### src/design/tek_vector_stream_encoder_core_defines.svh
// Assertion macros shared by the vector stream encoder modules.
// No dependencies; included by every module that carries assertions.
`ifndef TEK_VECTOR_STREAM_ENCODER_CORE_DEFINES_SVH
`define TEK_VECTOR_STREAM_ENCODER_CORE_DEFINES_SVH

// same-cycle implication, off while reset is high
`define TVSE_ASSERT_NOW(name, clk, rst, ante, cons) \
  name: assert property (@(posedge clk) disable iff (rst) (ante) |-> (cons)) \
    else $error("tvse assertion failed");

// next-cycle implication, off while reset is high
`define TVSE_ASSERT_NEXT(name, clk, rst, ante, cons) \
  name: assert property (@(posedge clk) disable iff (rst) (ante) |=> (cons)) \
    else $error("tvse assertion failed");

`endif

### src/design/tvse_pkg.sv
// Types, byte codes and sequencing functions of the vector stream encoder.
// No dependencies; used by every other file of the block.
package tvse_pkg;

  localparam int COORD_BITS = 12;

  typedef logic [COORD_BITS-1:0] coord_t;

  // item kinds
  localparam logic [1:0] FUNC_START = 2'd0;
  localparam logic [1:0] FUNC_LINE  = 2'd1;
  localparam logic [1:0] FUNC_TEXT  = 2'd2;
  localparam logic [1:0] FUNC_END   = 2'd3;

  // terminal control bytes
  localparam logic [7:0] BYTE_ESC = 8'h1B;
  localparam logic [7:0] BYTE_GS  = 8'h1D;
  localparam logic [7:0] BYTE_BEL = 8'h07;
  localparam logic [7:0] BYTE_US  = 8'h1F;

  // high bits of the offset codes (0x20, 0x40, 0x60, 0x38)
  localparam logic [2:0] HI_20 = 3'b001;
  localparam logic [2:0] HI_40 = 3'b010;
  localparam logic [2:0] HI_60 = 3'b011;
  localparam logic [3:0] HI_60_NIB = 4'b0110;
  localparam logic [4:0] HI_LSTYLE = 5'b01100;
  localparam logic [5:0] HI_FSTYLE = 6'b001110;

  typedef enum logic [1:0] {
    MODE_NONE,
    MODE_VECTOR,
    MODE_ALPHA
  } draw_mode_t;

  typedef enum logic [2:0] {
    PH_IDLE,
    PH_ENTER,
    PH_EXIT,
    PH_STYLE,
    PH_MOVE,
    PH_MODE,
    PH_ADDR,
    PH_CHAR
  } phase_t;

  typedef struct packed {
    logic [1:0] func;
    logic [7:0] style;
    coord_t     start_x;
    coord_t     start_y;
    coord_t     end_x;
    coord_t     end_y;
    logic [7:0] char_code;
  } in_item_t;

  typedef struct packed {
    logic [7:0] out_byte;
    logic       last_of_run;
  } out_item_t;

  // classified item, as queued between front and back
  typedef struct packed {
    in_item_t item;
    logic     style_chg;
    logic     moved;
    logic     mode_chg;
  } job_t;

  function automatic logic [7:0] enter_byte(input logic [2:0] idx);
    logic [7:0] b;
    case (idx)
      3'd0:    b = 8'h1B;
      3'd1:    b = 8'h5B;
      3'd2:    b = 8'h3F;
      3'd3:    b = 8'h33;
      3'd4:    b = 8'h38;
      3'd5:    b = 8'h68;
      3'd6:    b = 8'h1B;
      default: b = 8'h0C;
    endcase
    return b;
  endfunction

  function automatic logic [7:0] exit_byte(input logic [3:0] idx);
    logic [7:0] b;
    case (idx)
      4'd0:    b = 8'h0D;
      4'd1:    b = 8'h1B;
      4'd2:    b = 8'h03;
      4'd3:    b = 8'h1B;
      4'd4:    b = 8'h5B;
      4'd5:    b = 8'h3F;
      4'd6:    b = 8'h33;
      4'd7:    b = 8'h38;
      default: b = 8'h6C;
    endcase
    return b;
  endfunction

  // one byte of the five-byte terminal address
  function automatic logic [7:0] addr_byte(input coord_t x, input coord_t y,
                                           input logic [2:0] idx);
    logic [7:0] b;
    case (idx)
      3'd0:    b = {HI_20, y[11:7]};
      3'd1:    b = {HI_60_NIB, y[1:0], x[1:0]};
      3'd2:    b = {HI_60, y[6:2]};
      3'd3:    b = {HI_20, x[11:7]};
      default: b = {HI_40, x[6:2]};
    endcase
    return b;
  endfunction

  function automatic logic [3:0] phase_len(input phase_t ph, input logic is_text);
    logic [3:0] n;
    case (ph)
      PH_ENTER: n = 4'd8;
      PH_EXIT:  n = 4'd9;
      PH_STYLE: n = 4'd2;
      PH_MOVE:  n = 4'd6;
      PH_MODE:  n = is_text ? 4'd1 : 4'd2;
      PH_ADDR:  n = 4'd5;
      default:  n = 4'd1;
    endcase
    return n;
  endfunction

  function automatic phase_t final_phase(input job_t j);
    return (j.item.func == FUNC_TEXT) ? PH_CHAR : PH_ADDR;
  endfunction

  function automatic phase_t first_phase(input job_t j);
    phase_t p;
    case (j.item.func)
      FUNC_START: p = PH_ENTER;
      FUNC_END:   p = PH_EXIT;
      default: begin
        if (j.style_chg)     p = PH_STYLE;
        else if (j.moved)    p = PH_MOVE;
        else if (j.mode_chg) p = PH_MODE;
        else                 p = final_phase(j);
      end
    endcase
    return p;
  endfunction

  // PH_IDLE marks the end of the item
  function automatic phase_t next_phase(input job_t j, input phase_t ph);
    phase_t p;
    case (ph)
      PH_STYLE: begin
        if (j.moved)         p = PH_MOVE;
        else if (j.mode_chg) p = PH_MODE;
        else                 p = final_phase(j);
      end
      PH_MOVE:  p = j.mode_chg ? PH_MODE : final_phase(j);
      PH_MODE:  p = final_phase(j);
      default:  p = PH_IDLE;
    endcase
    return p;
  endfunction

endpackage

### src/design/tvse_stream_if.sv
// Valid/ready channel carrying one payload item per handshake.
// Payload type is a parameter; used with tvse_pkg structs.
interface tvse_stream_if #(
  parameter type payload_t = logic
) ();
  logic     valid;
  logic     ready;
  payload_t payload;

  modport source (output valid, output payload, input ready);
  modport sink   (input valid, input payload, output ready);
endinterface

### src/design/tvse_queue.sv
// Small FIFO of classified items between the front and back ends.
// Depends on tvse_pkg and the assertion macro header.
`include "tek_vector_stream_encoder_core_defines.svh"

module tvse_queue #(
  parameter int DEPTH = 4
) (
  input  logic          clk,
  input  logic          rst,
  input  logic          push,
  input  tvse_pkg::job_t push_data,
  output logic          full,
  input  logic          pop,
  output tvse_pkg::job_t head,
  output logic          not_empty
);
  localparam int PW = (DEPTH > 1) ? $clog2(DEPTH) : 1;
  localparam int CW = $clog2(DEPTH + 1);
  localparam logic [PW-1:0] PTR_LAST = PW'(DEPTH - 1);
  localparam logic [CW-1:0] CNT_FULL = CW'(DEPTH);

  tvse_pkg::job_t entries [DEPTH];
  logic [PW-1:0]  wr_ptr;
  logic [PW-1:0]  rd_ptr;
  logic [CW-1:0]  count;

  assign full      = (count == CNT_FULL);
  assign not_empty = (count != '0);
  assign head      = entries[rd_ptr];

  always_ff @(posedge clk) begin
    if (push) begin
      entries[wr_ptr] <= push_data;
    end
  end

  always_ff @(posedge clk) begin
    if (rst) begin
      wr_ptr <= '0;
      rd_ptr <= '0;
      count  <= '0;
    end else begin
      if (push) begin
        wr_ptr <= (wr_ptr == PTR_LAST) ? '0 : wr_ptr + PW'(1);
      end
      if (pop) begin
        rd_ptr <= (rd_ptr == PTR_LAST) ? '0 : rd_ptr + PW'(1);
      end
      if (push && !pop) begin
        count <= count + CW'(1);
      end else if (pop && !push) begin
        count <= count - CW'(1);
      end
    end
  end

  `TVSE_ASSERT_NOW(a_no_pop_empty, clk, rst, pop, count != '0)
  `TVSE_ASSERT_NOW(a_count_bound, clk, rst, 1'b1, count <= CNT_FULL)
endmodule

### src/design/tvse_front.sv
// Front end: accepts items, compares them with the remembered terminal state
// and queues a classified job. Depends on tvse_pkg, tvse_stream_if, macros.
`include "tek_vector_stream_encoder_core_defines.svh"

module tvse_front (
  input  logic           clk,
  input  logic           rst,
  tvse_stream_if.sink    item_ch,
  input  logic           q_full,
  output logic           push,
  output tvse_pkg::job_t push_job
);
  logic                    line_valid, line_valid_next;
  logic [7:0]              line_seen, line_seen_next;
  logic                    font_valid, font_valid_next;
  logic [7:0]              font_seen, font_seen_next;
  tvse_pkg::coord_t        pen_x, pen_x_next;
  tvse_pkg::coord_t        pen_y, pen_y_next;
  logic                    pen_known, pen_known_next;
  tvse_pkg::draw_mode_t    mode, mode_next;

  tvse_pkg::in_item_t      it;
  tvse_pkg::draw_mode_t    mode_mid;
  logic                    style_chg;
  logic                    moved;
  logic                    mode_chg;

  assign it            = item_ch.payload;
  assign item_ch.ready = !q_full;
  assign push          = item_ch.valid && !q_full;

  always_comb begin
    line_valid_next = line_valid;
    line_seen_next  = line_seen;
    font_valid_next = font_valid;
    font_seen_next  = font_seen;
    pen_x_next      = pen_x;
    pen_y_next      = pen_y;
    pen_known_next  = pen_known;
    mode_next       = mode;
    style_chg       = 1'b0;
    mode_chg        = 1'b0;
    mode_mid        = mode;
    moved = !pen_known || (pen_x != it.start_x) || (pen_y != it.start_y);

    unique case (it.func)
      tvse_pkg::FUNC_START: begin
        line_valid_next = 1'b0;
        line_seen_next  = '0;
        font_valid_next = 1'b0;
        font_seen_next  = '0;
        pen_x_next      = '0;
        pen_y_next      = '0;
        pen_known_next  = 1'b0;
        mode_next       = tvse_pkg::MODE_NONE;
      end
      tvse_pkg::FUNC_LINE: begin
        style_chg = !line_valid || (line_seen != it.style);
        if (style_chg) begin
          mode_mid = tvse_pkg::MODE_NONE;
        end
        mode_chg        = (mode_mid != tvse_pkg::MODE_VECTOR);
        line_valid_next = 1'b1;
        line_seen_next  = it.style;
        mode_next       = tvse_pkg::MODE_VECTOR;
        pen_x_next      = it.end_x;
        pen_y_next      = it.end_y;
        pen_known_next  = 1'b1;
      end
      tvse_pkg::FUNC_TEXT: begin
        style_chg = !font_valid || (font_seen != it.style);
        if (style_chg || moved) begin
          mode_mid = tvse_pkg::MODE_NONE;
        end
        mode_chg        = (mode_mid != tvse_pkg::MODE_ALPHA);
        font_valid_next = 1'b1;
        font_seen_next  = it.style;
        mode_next       = tvse_pkg::MODE_ALPHA;
        pen_x_next      = it.start_x;
        pen_y_next      = it.start_y;
        pen_known_next  = 1'b1;
      end
      tvse_pkg::FUNC_END: begin
        // trailer only, state untouched
      end
    endcase

    push_job.item      = it;
    push_job.style_chg = style_chg;
    push_job.moved     = moved;
    push_job.mode_chg  = mode_chg;
  end

  always_ff @(posedge clk) begin
    if (rst) begin
      line_valid <= 1'b0;
      line_seen  <= '0;
      font_valid <= 1'b0;
      font_seen  <= '0;
      pen_x      <= '0;
      pen_y      <= '0;
      pen_known  <= 1'b0;
      mode       <= tvse_pkg::MODE_NONE;
    end else if (push) begin
      line_valid <= line_valid_next;
      line_seen  <= line_seen_next;
      font_valid <= font_valid_next;
      font_seen  <= font_seen_next;
      pen_x      <= pen_x_next;
      pen_y      <= pen_y_next;
      pen_known  <= pen_known_next;
      mode       <= mode_next;
    end
  end

  `TVSE_ASSERT_NEXT(a_line_vector, clk, rst, push && (it.func == tvse_pkg::FUNC_LINE), mode == tvse_pkg::MODE_VECTOR && pen_known)
  `TVSE_ASSERT_NEXT(a_start_clears, clk, rst, push && (it.func == tvse_pkg::FUNC_START), !pen_known && !line_valid && !font_valid)
endmodule

### src/design/tvse_back.sv
// Back end: walks the byte phases of each queued job and drives the output
// register. Depends on tvse_pkg, tvse_stream_if and the macro header.
`include "tek_vector_stream_encoder_core_defines.svh"

module tvse_back (
  input  logic           clk,
  input  logic           rst,
  input  tvse_pkg::job_t head,
  input  logic           head_valid,
  output logic           pop,
  tvse_stream_if.source  byte_ch
);
  tvse_pkg::phase_t phase, phase_next, after;
  logic [3:0]       cnt, cnt_next;
  logic [3:0]       len;
  tvse_pkg::job_t   job, job_next;
  logic             out_valid;
  tvse_pkg::out_item_t out_reg;
  logic [7:0]       cur_byte;
  logic             room;
  logic             advance;
  logic             seg_done;
  logic             item_done;

  assign byte_ch.valid   = out_valid;
  assign byte_ch.payload = out_reg;

  always_ff @(posedge clk) begin
    if (rst) begin
      phase <= tvse_pkg::PH_IDLE;
      cnt   <= '0;
    end else begin
      phase <= phase_next;
      cnt   <= cnt_next;
    end
  end

  always_ff @(posedge clk) begin
    job <= job_next;
  end

  always_comb begin
    len       = tvse_pkg::phase_len(phase, job.item.func == tvse_pkg::FUNC_TEXT);
    seg_done  = (cnt == len - 4'd1);
    after     = tvse_pkg::next_phase(job, phase);
    room      = !out_valid || byte_ch.ready;
    advance   = (phase != tvse_pkg::PH_IDLE) && room;
    item_done = advance && seg_done && (after == tvse_pkg::PH_IDLE);
    pop       = head_valid && ((phase == tvse_pkg::PH_IDLE) || item_done);

    unique case (phase)
      tvse_pkg::PH_ENTER: cur_byte = tvse_pkg::enter_byte(cnt[2:0]);
      tvse_pkg::PH_EXIT:  cur_byte = tvse_pkg::exit_byte(cnt);
      tvse_pkg::PH_STYLE: begin
        if (cnt == 4'd0) begin
          cur_byte = tvse_pkg::BYTE_ESC;
        end else if (job.item.func == tvse_pkg::FUNC_TEXT) begin
          cur_byte = {tvse_pkg::HI_FSTYLE, job.item.style[1:0]};
        end else begin
          cur_byte = {tvse_pkg::HI_LSTYLE, job.item.style[2:0]};
        end
      end
      tvse_pkg::PH_MOVE: begin
        if (cnt == 4'd0) begin
          cur_byte = tvse_pkg::BYTE_GS;
        end else begin
          cur_byte = tvse_pkg::addr_byte(job.item.start_x, job.item.start_y,
                                         3'(cnt - 4'd1));
        end
      end
      tvse_pkg::PH_MODE: begin
        if (job.item.func == tvse_pkg::FUNC_TEXT) begin
          cur_byte = tvse_pkg::BYTE_US;
        end else begin
          cur_byte = (cnt == 4'd0) ? tvse_pkg::BYTE_GS : tvse_pkg::BYTE_BEL;
        end
      end
      tvse_pkg::PH_ADDR:
        cur_byte = tvse_pkg::addr_byte(job.item.end_x, job.item.end_y, cnt[2:0]);
      tvse_pkg::PH_CHAR:  cur_byte = job.item.char_code;
      default:            cur_byte = '0;
    endcase

    phase_next = phase;
    cnt_next   = cnt;
    job_next   = job;
    if (pop) begin
      job_next   = head;
      phase_next = tvse_pkg::first_phase(head);
      cnt_next   = '0;
    end else if (advance) begin
      if (seg_done) begin
        phase_next = after;
        cnt_next   = '0;
      end else begin
        cnt_next = cnt + 4'd1;
      end
    end
  end

  // output register: decouples the sequencer from the downstream stall
  always_ff @(posedge clk) begin
    if (rst) begin
      out_valid <= 1'b0;
    end else if (advance) begin
      out_valid <= 1'b1;
    end else if (byte_ch.ready) begin
      out_valid <= 1'b0;
    end
  end

  always_ff @(posedge clk) begin
    if (advance) begin
      out_reg.out_byte    <= cur_byte;
      out_reg.last_of_run <= seg_done && (after == tvse_pkg::PH_IDLE);
    end
  end

  `TVSE_ASSERT_NOW(a_cnt_in_phase, clk, rst, phase != tvse_pkg::PH_IDLE, cnt < len)
  `TVSE_ASSERT_NEXT(a_last_flag, clk, rst, item_done, out_valid && out_reg.last_of_run)
endmodule

### src/design/tek_vector_stream_encoder_core.sv
// Vector terminal stream encoder: display-list items in, terminal bytes out.
// An accepted item reaches the output via queue entry, job register, output register.
// Throughput: one byte per cycle on the output while the receiver is ready; an item is
// 1 to 15 bytes long, all sent through the single-byte output register.
// Up to QUEUE_DEPTH classified items wait between front and back end.
// Reset (rst, synchronous): forgets styles, pen and mode, empties the queue.
module tek_vector_stream_encoder_core #(
  parameter int QUEUE_DEPTH = 4
) (
  input  logic          clk,
  input  logic          rst,
  tvse_stream_if.sink   item_ch,
  tvse_stream_if.source byte_ch
);
  // Front end keeps the terminal state (styles, pen, vector/alpha mode) and
  // decides at accept time which optional groups each item needs: style
  // escape, dark move, mode switch. Those flags travel with the item.
  tvse_pkg::job_t push_job;
  logic           push;
  logic           q_full;

  // Back end pulls jobs from the queue and emits one byte per cycle while byte_ch is ready.
  tvse_pkg::job_t head;
  logic           head_valid;
  logic           pop;

  tvse_front u_front (
    .clk      (clk),
    .rst      (rst),
    .item_ch  (item_ch),
    .q_full   (q_full),
    .push     (push),
    .push_job (push_job)
  );

  // Queue lets the front keep accepting items while the back is still
  // streaming the bytes of earlier ones.
  tvse_queue #(
    .DEPTH (QUEUE_DEPTH)
  ) u_queue (
    .clk       (clk),
    .rst       (rst),
    .push      (push),
    .push_data (push_job),
    .full      (q_full),
    .pop       (pop),
    .head      (head),
    .not_empty (head_valid)
  );

  // The back end loads the next job in the same cycle as the last byte of
  // the current one, so queued items stream without gaps.
  tvse_back u_back (
    .clk        (clk),
    .rst        (rst),
    .head       (head),
    .head_valid (head_valid),
    .pop        (pop),
    .byte_ch    (byte_ch)
  );
endmodule

### src/flat_wrapper.sv
// flat-port wrapper written by rule: the top's interface ports become plain ports
module tek_vector_stream_encoder_core_flat import tvse_pkg::*;
#(
  parameter int QUEUE_DEPTH = 4
)
  (clk, rst, item_ch_valid, item_ch_payload, item_ch_ready, byte_ch_valid, byte_ch_payload, byte_ch_ready);
  tvse_stream_if #(.payload_t(in_item_t)) item_ch_i ();
  tvse_stream_if #(.payload_t(out_item_t)) byte_ch_i ();
  input  logic clk;
  input  logic rst;
  input wire logic [$bits(item_ch_i.valid)-1:0] item_ch_valid;
  input wire logic [$bits(item_ch_i.payload)-1:0] item_ch_payload;
  output wire logic [$bits(item_ch_i.ready)-1:0] item_ch_ready;
  output wire logic [$bits(byte_ch_i.valid)-1:0] byte_ch_valid;
  output wire logic [$bits(byte_ch_i.payload)-1:0] byte_ch_payload;
  input wire logic [$bits(byte_ch_i.ready)-1:0] byte_ch_ready;
  assign item_ch_i.valid = item_ch_valid;
  assign item_ch_i.payload = item_ch_payload;
  assign item_ch_ready = item_ch_i.ready;
  assign byte_ch_valid = byte_ch_i.valid;
  assign byte_ch_payload = byte_ch_i.payload;
  assign byte_ch_i.ready = byte_ch_ready;
  tek_vector_stream_encoder_core #(.QUEUE_DEPTH(QUEUE_DEPTH)) u_core (.clk(clk), .rst(rst), .item_ch(item_ch_i), .byte_ch(byte_ch_i));
endmodule
### config.mk
export PLATFORM = sky130hd
export DESIGN_NAME = tek_vector_stream_encoder_core_flat
export DESIGN_NICKNAME = d
export VERILOG_FILES = /design/src/design/tvse_pkg.sv /design/src/design/tvse_stream_if.sv /design/src/design/tvse_queue.sv /design/src/design/tvse_front.sv /design/src/design/tvse_back.sv /design/src/design/tek_vector_stream_encoder_core.sv /design/src/flat_wrapper.sv
export VERILOG_INCLUDE_DIRS = /design/src /design/src/design
export SDC_FILE = /design/constraint.sdc
export NUM_CORES = 1
export LEC_CHECK = 0
export BUFFER_PORTS_ARGS = -buffer_cell sky130_fd_sc_hd__buf_2
export CORE_ASPECT_RATIO = 0.8
export CORE_UTILIZATION = 35
export CTS_BUF_LIST = sky130_fd_sc_hd__clkbuf_4 sky130_fd_sc_hd__clkbuf_8
export CTS_CLUSTER_SIZE = 12
export DETAILED_ROUTE_END_ITERATION = 8
export PLACE_DENSITY_LB_ADDON = 0.1
export SLEW_MARGIN = 30
export SYNTH_ARGS = -nofsm -noshare
export SYNTH_HDL_FRONTEND = slang
export SYNTH_SLANG_ARGS = --single-unit
### constraint.sdc
create_clock -name clk -period 4.89 [get_ports clk]
set_clock_uncertainty 0.1 [all_clocks]
set_input_delay 0.7335 -clock clk [delete_from_list [all_inputs] [get_ports clk]]
set_output_delay 0.7335 -clock clk [all_outputs]
set_load 0.1 [all_outputs]
==> impl_metrics.env <==
export IMPL_setup_tns_ps=0
export IMPL_wl_per_cell_um=23.2
export IMPL_grt_max_degree=70
export IMPL_fp_dieH_um=194
export IMPL_core_area_um2=44900
export IMPL_viasPerCell=5.22
export IMPL_ctsHoldBuffers=0
export IMPL_layout_commonest_cell="edfxtp_1"
export IMPL_clk_pin_slew_ps=70
export IMPL_cts_inserted_buffers=67
export IMPL_power_leakage_nw=6.21
export IMPL_ys_types=74
export IMPL_period_needed_ps=4080
export IMPL_start_kind="flop"
export IMPL_power_combinational_fraction_pct=28.8
export IMPL_post_route_drc_count=0
export IMPL_hold_class="input pin to flop"
export IMPL_power_density_nw_per_um2=592
export IMPL_num_rows=69
export IMPL_whs_path_depth=1
export IMPL_syn_inst=1011
export IMPL_synth_seq_cells=397
export IMPL_worst_r2r_path_depth=15
export IMPL_crit_type="flop to flop"
export IMPL_syn_to_final_growth_pct=15.0
export IMPL_drv_cap=0
export IMPL_path_max_fanout=22
export IMPL_p_sw_mw=3.76
export IMPL_ant_nets=0
export IMPL_ys_seq_area_share_pct=69.9
export IMPL_h_tree_depth=3
export IMPL_initial_core_util_pct=35.8
export IMPL_post_cts_buffers=0
export IMPL_synth_nets=1104
export IMPL_dp_hpwl_um=25200
export IMPL_layout_common_cells="328 x edfxtp_1, 80 x buf_2, 73 x clkbuf_8"
export IMPL_clock_latency_ps=620
export IMPL_wl_um=41100
export IMPL_ios=81
export IMPL_final_nets=1213
export IMPL_swShare_pct=34.3
export IMPL_drive_gt1_share_pct=24.2
export IMPL_power_share_clock_pct=26.6
export IMPL_fillers=4113
export IMPL_synthFlopType="edfxtp_1"
export IMPL_synth_area_um2=16100
export IMPL_fmax_mhz=245
export IMPL_num_vias=9256
export IMPL_grt_antenna_before_repair=3
export IMPL_cts_root_buf="clkbuf_8"
export IMPL_cts_tree="built"
export IMPL_async_flop_share_pct=0
export IMPL_grt_util_all_layers_pct=17.7
export IMPL_die_width_um=242
export IMPL_hold_violations=0
export IMPL_gp_congestion=0.817
export IMPL_grt_pass1_wl_um=61200
export IMPL_status="completed"
export IMPL_seqCellArea_um2=11200
export IMPL_p_int_mw=7.19
export IMPL_grt_pass1_vias=9287
export IMPL_multiInputGateArea_um2=4590
export IMPL_final_setup_viol_count=0
export IMPL_io_buffers=80
export IMPL_min_delay_start="item_ch_payload[0]"
export IMPL_first_pass_iters=7
export IMPL_p_seq_share_pct=44.6
export IMPL_crit_required_ps=5330
export IMPL_syn_area_per_cell_um2=15.9
export IMPL_post_route_period_util_pct=83.4
export IMPL_r2r_end="u_core.u_queue.count[2]"
export IMPL_worst_setup_path_end_kind="flop"
export IMPL_fp_dieArea_um2=46800
export IMPL_cts_max_path_buffers=3
export IMPL_post_cts_resized=0
export IMPL_worstPathArrival_ps=4520
export IMPL_r2r_start="u_core.u_back.phase[2]"
export IMPL_peakVddDrop_uv=415
export IMPL_p_total_mw=10.9
export IMPL_cts_sinks=397
export IMPL_whs_endpoint="u_core.u_queue.entries[0][3]"
export IMPL_worstMarginPinSlew_ps=940
export IMPL_grt_remaining_overflow=0
export IMPL_r2r_slack_ps=810
export IMPL_rsz0062_at_grt="no"
export IMPL_slew_violations=0
export IMPL_yosysWarnings=0
export IMPL_synth_edff_count=328
export IMPL_drt_initial_drc_count=736
export IMPL_slew_headroom_pct=37.3
[final cells by class]
cell class                      count  share of cell area (%)
Inverter                           18                   0.366
Clock inverter                     23                   0.691
Clock buffer                       95                    6.33
Sequential cell                   397                    60.8
Timing Repair Buffer               94                    2.84
Tap cell                          603                    4.08
Multi-Input combinational cell    542                    24.9
Antenna cell                        2                  0.0271
[sequential cells by signal, indices dropped and copies added (netlist names), 3 cells and up, named ones only]
signal,cells
u_core.u_front.line_seen,8
u_core.u_back.cnt,4
u_core.u_front.pen_y,12
u_core.u_queue.entries,256
u_core.u_back.phase,3
u_core.u_queue.count,3
u_core.u_back.byte_ch.payload,9
u_core.u_front.pen_x,12
u_core.u_front.font_seen,8
u_core.u_back.job,63
[per-stage QoR]
| step | util [%] | instance area [um2] | cells | hold slack, ps | worst slack (ps) |
|---|---|---|---|---|---|
| after global placement | 38.2 | 17100 | 1653 | 343 | 995 |
| after floorplan | - | 16100 | 1011 | 337 | 616 |
| final | 41.2 | 18500 | 1774 | 234 | 810 |
| after global routing | 41.2 | 18500 | 1773 | 199 | 464 |
| after detailed placement | 38.2 | 17200 | 1653 | 351 | 883 |
| after CTS | 41.1 | 18400 | 1771 | 186 | 844 |
[critical path, cell delays in order, from the launching register on]
cell and delay [ps]:
dfxtp_1 770, nand2b_1 300, a21oi_1 190, a21oi_1 60, ha_1 240, xor2_1 160
o311a_1 530, a41oi_4 310, nor2_4 70, inv_1 60, ha_1 170, inv_1 60
fa_1 370, xor2_1 180, or3_1 310, a21oi_1 130
[logic make-up (layout without fill, tap and decap cells)]
family / after synthesis / in the layout / share of synthesized area [%]
flops: 397 / 397 / 69.9
mux: 67 / 67 / 9.15
fa+ha+maj: 23 / 23 / 1.84
compound gates: 193 / 193 / 8.33
xor+xnor: 45 / 45 / 2.45
buf+inv: 72 / 230 / 1.78
simple gates: 214 / 214 / 6.58
other cells: 0 / 2 / 0
[worst max path at each step]
stage / startpoint / end / slack [ps]
CTS: u_core.u_back.phase[2] / u_core.u_queue.count[2] / 840
floorplan: u_core.u_back.phase[1] / u_core.u_queue.count[2] / 620
detailed placement: u_core.u_back.phase[2] / u_core.u_queue.count[2] / 880
global placement: u_core.u_back.phase[2] / u_core.u_queue.count[2] / 1000
global route: u_core.u_back.phase[2] / u_core.u_queue.count[2] / 460
finish: u_core.u_back.phase[2] / u_core.u_queue.count[2] / 810
[layer usage]
layer  global-route usage [%]  part of all wire [%]  vias to the layer above
met2                     25.2                    43                      239
met5                        0                 0.032                        -
met3                     4.40                   5.3                       57
met4                     4.67                   1.6                        2
li1                         -                     -                     4207
met1                     26.7                    50                     4751
[synthesized netlist by cell type (all sizes together), types with 24 or more instances]
cell type	count	area (um2)
nand2	61	229
clkbuf	37	139
nand3	36	180
mux4	64	1440
a22oi	35	263
a21oi	53	277
dfxtp	69	1380
nor2	46	183
a22o	24	210
o21ai	30	150
xnor2	24	210
edfxtp	328	9850
[power by group through the flow]
| stage | logic [mW] | registers (mW) | clock network [mW] |
|---|---|---|---|
| after global routing | 3.43 | 4.95 | 3.14 |
| after global placement | 3.10 | 4.98 | 0 |
| final | 3.15 | 4.88 | 2.91 |
| after floorplan | 2.06 | 4.99 | 0 |
| after detailed placement | 3.09 | 4.97 | 0 |
| after CTS | 3.10 | 4.91 | 2.99 |
Power figures use the tool's default switching activity.
